<file path="src/hw/rtl/crcfr_pkg.sv">
`timescale 1ns / 1ps
`default_nettype none

package crcfr_pkg;

	// Longest frame that is accepted, in bytes (valid range 37 to 4094).
	localparam int MAX_FRAME_BYTES = 2048;

	localparam int POS_W = 12;
	localparam logic [POS_W-1:0] POS_MAX = '1;
	localparam logic [POS_W-1:0] MAX_LEN = POS_W'(MAX_FRAME_BYTES);

	// Bytes held back from the CRC: the trailing received CRC.
	localparam logic [POS_W-1:0] CRC_LAG = 12'd4;

	localparam logic [31:0] CRC_POLY = 32'hEDB8_8320;
	localparam logic [31:0] CRC_INIT = 32'hFFFF_FFFF;

	localparam logic [7:0] TYPE_INPUT = 8'h01;
	localparam logic [7:0] TYPE_EMPTY = 8'h02;

	localparam logic [POS_W-1:0] MIN_LEN_INPUT = 12'd37;
	localparam logic [POS_W-1:0] MIN_LEN_BASE  = 12'd21;

	localparam logic [10:0] PLEN_MAX = 11'h7FF;

	typedef enum logic [2:0] {
		STATUS_OK        = 3'd0,
		STATUS_SHORT     = 3'd1,
		STATUS_BAD_MAGIC = 3'd2,
		STATUS_BAD_CRC   = 3'd3,
		STATUS_EMPTY     = 3'd4,
		STATUS_TOO_LONG  = 3'd5
	} status_t;

	// Header and input-report fields taken from their fixed offsets.
	typedef struct packed {
		logic [15:0] magic;
		logic [7:0]  msg_type;
		logic [31:0] seq;
		logic [63:0] time_bits;
		logic [79:0] keys;
		logic [15:0] dx;
		logic [15:0] dy;
		logic [7:0]  buttons;
		logic [7:0]  scroll;
	} frame_cap_t;

	// View of the frame including the byte now on the input.
	typedef struct packed {
		frame_cap_t        cap;
		logic [POS_W-1:0]  len;
		logic              crc_ok;
	} frame_view_t;

	// Reflected CRC-32, one byte.
	function automatic logic [31:0] crc32_byte(input logic [31:0] crc, input logic [7:0] b);
		logic [31:0] c;
		c = crc ^ {24'd0, b};
		for (int i = 0; i < 8; i++) begin
			c = c[0] ? ((c >> 1) ^ CRC_POLY) : (c >> 1);
		end
		return c;
	endfunction

endpackage

`default_nettype wire

</file>
<file path="src/hw/rtl/crcfr_frame_state.sv">
`timescale 1ns / 1ps
`default_nettype none

module crcfr_frame_state import crcfr_pkg::*; (
	input  wire logic        clk,
	input  wire logic        arst_n,
	input  wire logic        step,
	input  wire logic [7:0]  data_byte,
	input  wire logic        last_byte,
	output frame_view_t      view
);

	logic [POS_W-1:0] pos_q;
	logic [31:0]      crc_q;
	logic [7:0]       tail_q [4];
	frame_cap_t       cap_q;

	logic [POS_W-1:0] len;
	logic [31:0]      crc_nxt;
	logic [31:0]      received;
	frame_cap_t       cap_nxt;
	logic [POS_W-1:0] off_seq, off_time, off_keys, off_dx, off_dy;

	assign len      = (pos_q < POS_MAX) ? pos_q + 1'b1 : POS_MAX;
	assign crc_nxt  = (pos_q >= CRC_LAG) ? crc32_byte(crc_q, tail_q[0]) : crc_q;
	assign received = {data_byte, tail_q[3], tail_q[2], tail_q[1]};

	assign off_seq  = pos_q - 12'd5;
	assign off_time = pos_q - 12'd9;
	assign off_keys = pos_q - 12'd17;
	assign off_dx   = pos_q - 12'd27;
	assign off_dy   = pos_q - 12'd29;

	// Drop the current byte into whichever field owns its offset.
	always_comb begin
		cap_nxt = cap_q;
		if (pos_q < 12'd2) begin
			cap_nxt.magic[8*pos_q[0] +: 8] = data_byte;
		end else if (pos_q == 12'd3) begin
			cap_nxt.msg_type = data_byte;
		end else if (pos_q >= 12'd5 && pos_q <= 12'd8) begin
			cap_nxt.seq[8*off_seq[1:0] +: 8] = data_byte;
		end else if (pos_q >= 12'd9 && pos_q <= 12'd16) begin
			cap_nxt.time_bits[8*off_time[2:0] +: 8] = data_byte;
		end else if (pos_q >= 12'd17 && pos_q <= 12'd26) begin
			cap_nxt.keys[8*off_keys[3:0] +: 8] = data_byte;
		end else if (pos_q == 12'd27 || pos_q == 12'd28) begin
			cap_nxt.dx[8*off_dx[0] +: 8] = data_byte;
		end else if (pos_q == 12'd29 || pos_q == 12'd30) begin
			cap_nxt.dy[8*off_dy[0] +: 8] = data_byte;
		end else if (pos_q == 12'd31) begin
			cap_nxt.buttons = data_byte;
		end else if (pos_q == 12'd32) begin
			cap_nxt.scroll = data_byte;
		end
	end

	assign view.cap    = cap_nxt;
	assign view.len    = len;
	assign view.crc_ok = ((crc_nxt ^ CRC_INIT) == received);

	always_ff @(posedge clk or negedge arst_n) begin
		if (!arst_n) begin
			pos_q <= '0;
			crc_q <= CRC_INIT;
			for (int i = 0; i < 4; i++) tail_q[i] <= '0;
			cap_q <= '0;
		end else if (step) begin
			if (last_byte) begin
				pos_q <= '0;
				crc_q <= CRC_INIT;
				for (int i = 0; i < 4; i++) tail_q[i] <= '0;
				cap_q <= '0;
			end else begin
				pos_q     <= len;
				crc_q     <= crc_nxt;
				tail_q[0] <= tail_q[1];
				tail_q[1] <= tail_q[2];
				tail_q[2] <= tail_q[3];
				tail_q[3] <= data_byte;
				cap_q     <= cap_nxt;
			end
		end
	end

endmodule

`default_nettype wire

</file>
<file path="src/hw/rtl/crc_frame_receiver_core.sv">
`timescale 1ns / 1ps
`default_nettype none

// Frame receiver with CRC-32 check and fixed-offset field extraction.
// Input channel: one frame byte per transfer (data_byte), last_byte marks the
// final byte. in_ready is high whenever the result register is empty or is
// being drained in the same cycle, so a byte can be taken every cycle.
// Output channel: one result per frame, presented with out_valid in the cycle
// after the transfer of the last byte; intermediate bytes produce nothing.
// The trailing four bytes of each frame are the received CRC (little-endian)
// and are kept out of the running CRC by a four-byte delay line.
// Throughput: one byte per clock; the byte-wide CRC update and the status
// decision sit between the frame registers and the result register.
// If the receiver stalls, the pending result holds and in_ready drops, so at
// most one finished result waits; bytes stall upstream until it is taken.
// magic_wr_en writes the expected magic word; the user must do so only while idle, which
// the block itself does not enforce. Reset clears the frame position, seeds the CRC with
// all ones, zeroes the captured fields and the magic word, and empties the result register.
module crc_frame_receiver_core import crcfr_pkg::*; (
	input  wire logic               clk,
	input  wire logic               arst_n,
	input  wire logic               magic_wr_en,
	input  wire logic [15:0]        magic_wr_data,
	input  wire logic               in_valid,
	output logic                    in_ready,
	input  wire logic [7:0]         data_byte,
	input  wire logic               last_byte,
	output logic                    out_valid,
	input  wire logic               out_ready,
	output logic [2:0]              status,
	output logic [7:0]              msg_type,
	output logic [31:0]             seq_number,
	output logic [63:0]             timestamp_bits,
	output logic [63:0]             keys_low,
	output logic [15:0]             keys_high,
	output logic signed [15:0]      cursor_dx,
	output logic signed [15:0]      cursor_dy,
	output logic [7:0]              buttons,
	output logic signed [7:0]       scroll,
	output logic [10:0]             payload_length
);

	logic [15:0]  magic_q;
	frame_view_t  view;
	logic         in_xfer;
	status_t      stat_c;
	logic [11:0]  body_len;
	logic [10:0]  plen_c;
	logic [7:0]   min_type;
	logic [11:0]  min_len;
	logic         is_input;
	frame_cap_t   res_c;
	logic [10:0]  plen_sel;

	logic         out_valid_q;
	status_t      status_q;
	frame_cap_t   res_q;
	logic [10:0]  plen_q;

	assign in_ready = !out_valid_q || out_ready;
	assign in_xfer  = in_valid && in_ready;

	crcfr_frame_state u_state (
		.clk       (clk),
		.arst_n    (arst_n),
		.step      (in_xfer),
		.data_byte (data_byte),
		.last_byte (last_byte),
		.view      (view)
	);

	always_ff @(posedge clk or negedge arst_n) begin
		if (!arst_n) begin
			magic_q <= '0;
		end else if (magic_wr_en) begin
			magic_q <= magic_wr_data;
		end
	end

	// Status checks in priority order; the first that fails wins.
	assign min_type = view.cap.msg_type;
	assign is_input = (min_type == TYPE_INPUT);
	assign min_len  = is_input ? MIN_LEN_INPUT : MIN_LEN_BASE;

	always_comb begin
		if (view.len > MAX_LEN) begin
			stat_c = STATUS_TOO_LONG;
		end else if (view.len < min_len) begin
			stat_c = STATUS_SHORT;
		end else if (view.cap.magic != magic_q) begin
			stat_c = STATUS_BAD_MAGIC;
		end else if (!view.crc_ok) begin
			stat_c = STATUS_BAD_CRC;
		end else if (min_type == TYPE_EMPTY && view.len == MIN_LEN_BASE) begin
			stat_c = STATUS_EMPTY;
		end else begin
			stat_c = STATUS_OK;
		end
	end

	// Payload length only matters on a good frame, where len is at least 21.
	assign body_len = view.len - MIN_LEN_BASE;
	assign plen_c   = (body_len > {1'b0, PLEN_MAX}) ? PLEN_MAX : body_len[10:0];

	// Result payload: failed frames report zeros, non-input types drop the
	// key and mouse fields.
	always_comb begin
		res_c    = '0;
		plen_sel = '0;
		if (stat_c == STATUS_OK) begin
			res_c.msg_type  = view.cap.msg_type;
			res_c.seq       = view.cap.seq;
			res_c.time_bits = view.cap.time_bits;
			plen_sel        = plen_c;
			if (is_input) begin
				res_c.keys    = view.cap.keys;
				res_c.dx      = view.cap.dx;
				res_c.dy      = view.cap.dy;
				res_c.buttons = view.cap.buttons;
				res_c.scroll  = view.cap.scroll;
			end
		end
	end

	always_ff @(posedge clk or negedge arst_n) begin
		if (!arst_n) begin
			out_valid_q <= 1'b0;
		end else if (in_xfer && last_byte) begin
			out_valid_q <= 1'b1;
		end else if (out_ready) begin
			out_valid_q <= 1'b0;
		end
	end

	always_ff @(posedge clk or negedge arst_n) begin
		if (!arst_n) begin
			status_q <= STATUS_OK;
			res_q    <= '0;
			plen_q   <= '0;
		end else if (in_xfer && last_byte) begin
			status_q <= stat_c;
			res_q    <= res_c;
			plen_q   <= plen_sel;
		end
	end

	assign out_valid      = out_valid_q;
	assign status         = status_q;
	assign msg_type       = res_q.msg_type;
	assign seq_number     = res_q.seq;
	assign timestamp_bits = res_q.time_bits;
	assign keys_low       = res_q.keys[63:0];
	assign keys_high      = res_q.keys[79:64];
	assign cursor_dx      = res_q.dx;
	assign cursor_dy      = res_q.dy;
	assign buttons        = res_q.buttons;
	assign scroll         = res_q.scroll;
	assign payload_length = plen_q;

`ifndef ASSERT_OFF
	a_last_gives_result: assert property (@(posedge clk) disable iff (!arst_n)
		in_xfer && last_byte |=> out_valid)
		else $error("no result after the last byte of a frame");

	a_frame_restarts: assert property (@(posedge clk) disable iff (!arst_n)
		in_xfer && last_byte |=> view.len == 12'd1)
		else $error("frame position not cleared after the last byte");

	a_failed_zero: assert property (@(posedge clk) disable iff (!arst_n)
		out_valid && status != STATUS_OK |-> msg_type == 8'd0 && seq_number == 32'd0
		&& payload_length == 11'd0)
		else $error("failed frame carries nonzero fields");

	a_non_input_clear: assert property (@(posedge clk) disable iff (!arst_n)
		out_valid && msg_type != TYPE_INPUT |-> keys_low == 64'd0 && buttons == 8'd0)
		else $error("non-input frame carries key or button data");
`endif

endmodule

`default_nettype wire

</file>
<file path="config.mk">
export PLATFORM = sky130hd
export DESIGN_NAME = crc_frame_receiver_core
export DESIGN_NICKNAME = d
export VERILOG_FILES = /design/src/hw/rtl/crcfr_pkg.sv /design/src/hw/rtl/crcfr_frame_state.sv /design/src/hw/rtl/crc_frame_receiver_core.sv
export SDC_FILE = /design/constraint.sdc
export NUM_CORES = 1
export LEC_CHECK = 0
export ABC_CLOCK_PERIOD_IN_PS = 7560
export BUFFER_PORTS_ARGS = -buffer_cell sky130_fd_sc_hd__buf_2
export CORE_MARGIN = 1.5
export CORE_UTILIZATION = 65
export CTS_CLUSTER_DIAMETER = 80
export CTS_CLUSTER_SIZE = 24
export DETAILED_ROUTE_END_ITERATION = 8
export GPL_TIMING_DRIVEN = 0
export PLACE_DENSITY = 0.86
export SETUP_SLACK_MARGIN = 0.05
export SYNTH_ARGS = -nofsm -noshare
export SYNTH_HDL_FRONTEND = slang
export SYNTH_SLANG_ARGS = --single-unit
export TNS_END_PERCENT = 5
</file>
<file path="constraint.sdc">
create_clock -name clk -period 7.56 [get_ports clk]
set_input_delay 0.378 -clock clk [delete_from_list [all_inputs] [get_ports clk]]
set_output_delay 0.378 -clock clk [all_outputs]
set_load 0.03 [all_outputs]
</file>
==> out/qor.txt <==
Status: finished clean
GR Util All Layers: 44.4%
Unrepaired setup endpoints after global routing: no
Seq pwr share: 45.3%
Setup WS pre-CTS: 2.29 ns
Drt via density: 6.68
Routed len/inst: 24.7 µm
Final WS setup: 2.04 ns
Depth of the CTS H-tree: 2
Critical Path Max Stage Delay: 0.64 ns
Initial antenna violation count: 0
Antenna-violating nets left: 0
Worst EP required: 8.07 ns
HP Class: primary input to flop
Met1 Use GR: 61.7%
Netlist cell types: 84
Synth-to-Final Area Change: 11.3%
Peak VDD IR: 0.236 mV
Port bufs: 270
Multi-input gate area: 13400 µm²
Power Internal: 5.38 mW
CP Cell Sequence: clkbuf_1, inv_2, ha_1, clkbuf_1, nor2_1, ha_1, inv_1, nand2_1, nand3_1, o31a_1, nor4_1, a211o_1, nor4b_2, nand4_2, buf_6, buf_6, o21ai_1
Die X: 215 µm
CTS clk-pin slew, worst paths: 0.09 ns
First-pass GRT wire length: 157 mm
Sequential area share after synthesis: 50.3%
Seq. cell area: 14700 µm²
Die area: 46300 µm²
Async S/R FF share, synth: 100%
Clk pwr share: 24.5%
CTS tree: done
Sw frac: 36.3%
Top FF cell, synth: dfrtp_1
Mapped Area: 29300 µm²
Worst hold margin: 0.0135 ns
CP Launch Type: flop
Initial Util: 66.1%
Drt initial violations: 4243
Layout fillers: 3364
Max Cap Viol: 0
Largest net degree at the start of global routing: 127
Clock Tree Buf Depth: 3
Vias after detailed routing: 28000
NetSw: 3.06 mW
Drt pass-1 iters: 9
Crit-path max FO: 11
Mapped Nets: 3324
CP Class: flop to flop
Nets: 3636
Routability cong.: 1.02
Slowest CP cell: dfrtp_1
Core area: 44300 µm²
Power Density: 259 nW/µm²
Final hold vios: 0
# clock sinks: 587
Root Buffer: clkbuf_16
Final WL: 104 mm
Max-slew violations: 0
Logic gate share of total power: 30.2%
Flops & latches, synth: 587
Post-CTS setup buffer count: 0
EDFF count, synth: 0
Static leakage: 14.5 nW
Design area: 32600 µm²
CP Capture Type: flop
Synth Area per Inst: 8.92 µm²
Commonest cells after routing, fill and taps aside: nand2_1 (652), dfrtp_1 (555), o21ai_0 (400)
HPWL Detailed: 76.0 mm
Die height: 215 µm
Worst skew pair latency: 0.60 ns
Most common cell after layout, fill and taps aside: nand2_1
Max Fclk: 0.181 GHz
GRT Max-Usage Layer: met2
Post-route DRC: 0
GR Layer Usage met2: 65.5%
Number of global-route vias before repair: 26800
Worst Skew: 0.0377 ns
Num ports: 278
Total global routing overflow: 0
Share of layout cells above drive strength 1: 11.8%
Placement Cell Area: 31500 µm²
Rel. slew slack: 10.2%
Worst slew pin tran: 1.34 ns
Min Clock Period, post-route: 5.52 ns
Synthesized instance count: 3281
Final worst path period share: 73.1%
GR Layer Usage met3: 11.4%
Worst Path Arrival: 6.03 ns
Placement Rows: 77
Util after Layout: 73.5%
Antenna diode count: 0
TritonCTS Buffers: 34
Final setup viols: 0
Warning count from the yosys run: 0
==> power groups by stage <==
stage | Combinational (mW) | Clock [mW] | Sequential (mW)
final | 2.55 | 2.07 | 3.82
after CTS | 2.46 | 2.05 | 3.80
after global placement | 2.35 | 0 | 3.84
after detailed placement | 2.44 | 0 | 3.86
after floorplan | 1.71 | 0 | 3.77
after global routing | 2.70 | 2.16 | 3.85
==> synth_stat cells (5+ instances only) <==
cell       count  area, µm²
nor4_1        20        125
xnor2_1       77        674
dfstp_2       32        841
clkbuf_1     212        796
buf_1         11       41.3
nand4_1       18        113
inv_1         28        105
nand2_1      652       2450
nor3_1        55        275
a22oi_1      160       1200
xor2_1        38        333
a2111oi_0      6       52.6
xnor3_1       19        428
and2_1        57        357
clkbuf_2       7       35.0
nand3b_1       6       45.0
buf_4         13       97.6
xor3_1         5        119
and3_1         5       31.3
ha_1          13        163
buf_2          8       40.0
dfrtp_1      555      13900
nor2b_1       38        238
mux2_2        11        124
xnor2_2        9        146
a21oi_1      281       1410
mux2i_1       35        350
nor3b_1        6       45.0
or3_1          9       56.3
o21ai_0      400       2000
nor2_1       196        736
o31ai_1        9       67.6
nand3_1       28        140
o21ai_1      147        736
a31oi_1       17        106
o22a_1         7       61.3
nand2b_1       7       43.8
==> critical path, delay by kind of cell, from the launching register on <==
family | cells | cell delay [ns]
flops | 1 | 0.64
compound gates | 3 | 0.74
buf+inv | 6 | 1.88
fa+ha+maj | 2 | 0.82
simple gates | 6 | 1.36
==> timing repair <==
item,4_1_cts,5_1_grt
setup endpoints to repair,0,0
endpoints found under the hold margin,30,0
gates resized for setup,0,0
hold buffers,1,0
==> cell type report <==
cell class	count	share of cell area, %
buffer	255	3.24
clock buffer	36	2.73
clock inverter	13	0.515
inverter	30	0.346
multi-input combinational	2409	41.1
sequential	587	45.2
tap	592	2.27
timing repair buffer	276	4.63
==> layer usage <==
metal | vias to the layer above | share of wire (%)
met5 | - | 0
met4 | 0 | 5.2
met3 | 383 | 13
met2 | 2036 | 43
met1 | 13700 | 38
li1 | 12000 | -
==> path summary, 6_finish.rpt <==
path                       depth (start not counted)  slack (ns)                 end          startpoint
setup / recovery                                  17        2.04      seq_number[28]    u_state.pos_q[0]
hold / removal                                     3        0.01          magic_q[9]    magic_wr_data[9]
setup reg to reg                                  17        2.04      seq_number[28]    u_state.pos_q[0]
hold reg to reg                                    2        0.48  u_state.cap_q[126]  u_state.cap_q[126]
max in group asynchronous                          4        5.96  timestamp_bits[22]              arst_n
min in group asynchronous                          2        0.28          magic_q[2]              arst_n
==> through the flow <==
step | power [mW] | setup TNS (ns) | instances
after floorplan | 5.48 | 0 | 3281
after global placement | 6.19 | -3042.71 | 4143
after detailed placement | 6.30 | 0 | 4148
after CTS | 8.31 | 0 | 4198
after global routing | 8.71 | 0 | 4198
final | 8.44 | 0 | 4198
==> sequential cells by signal, indices dropped and copies added (netlist names) <==
register,flops
u_state.cap_q,248
keys_low,64
timestamp_bits,64
seq_number,32
u_state.crc_q,32
u_state.received,24
cursor_dx,16
cursor_dy,16
keys_high,16
magic_q,16
u_state.pos_q,12
payload_length,11
buttons,8
msg_type,8
scroll,8
u_state.tail_q,8
status,3
out_valid,1
==> kinds of logic after synthesis <==
group / synth area share [%]
buffers and inverters: 3.99
XOR/XNOR: 6.17
flip-flops: 50.3
AO/OA/AOI/OAI: 20.6
AND/OR/NAND/NOR: 16.8
adder cells (fa/ha/maj): 0.556
multiplexers: 1.62
Power figures use the tool's default switching activity.
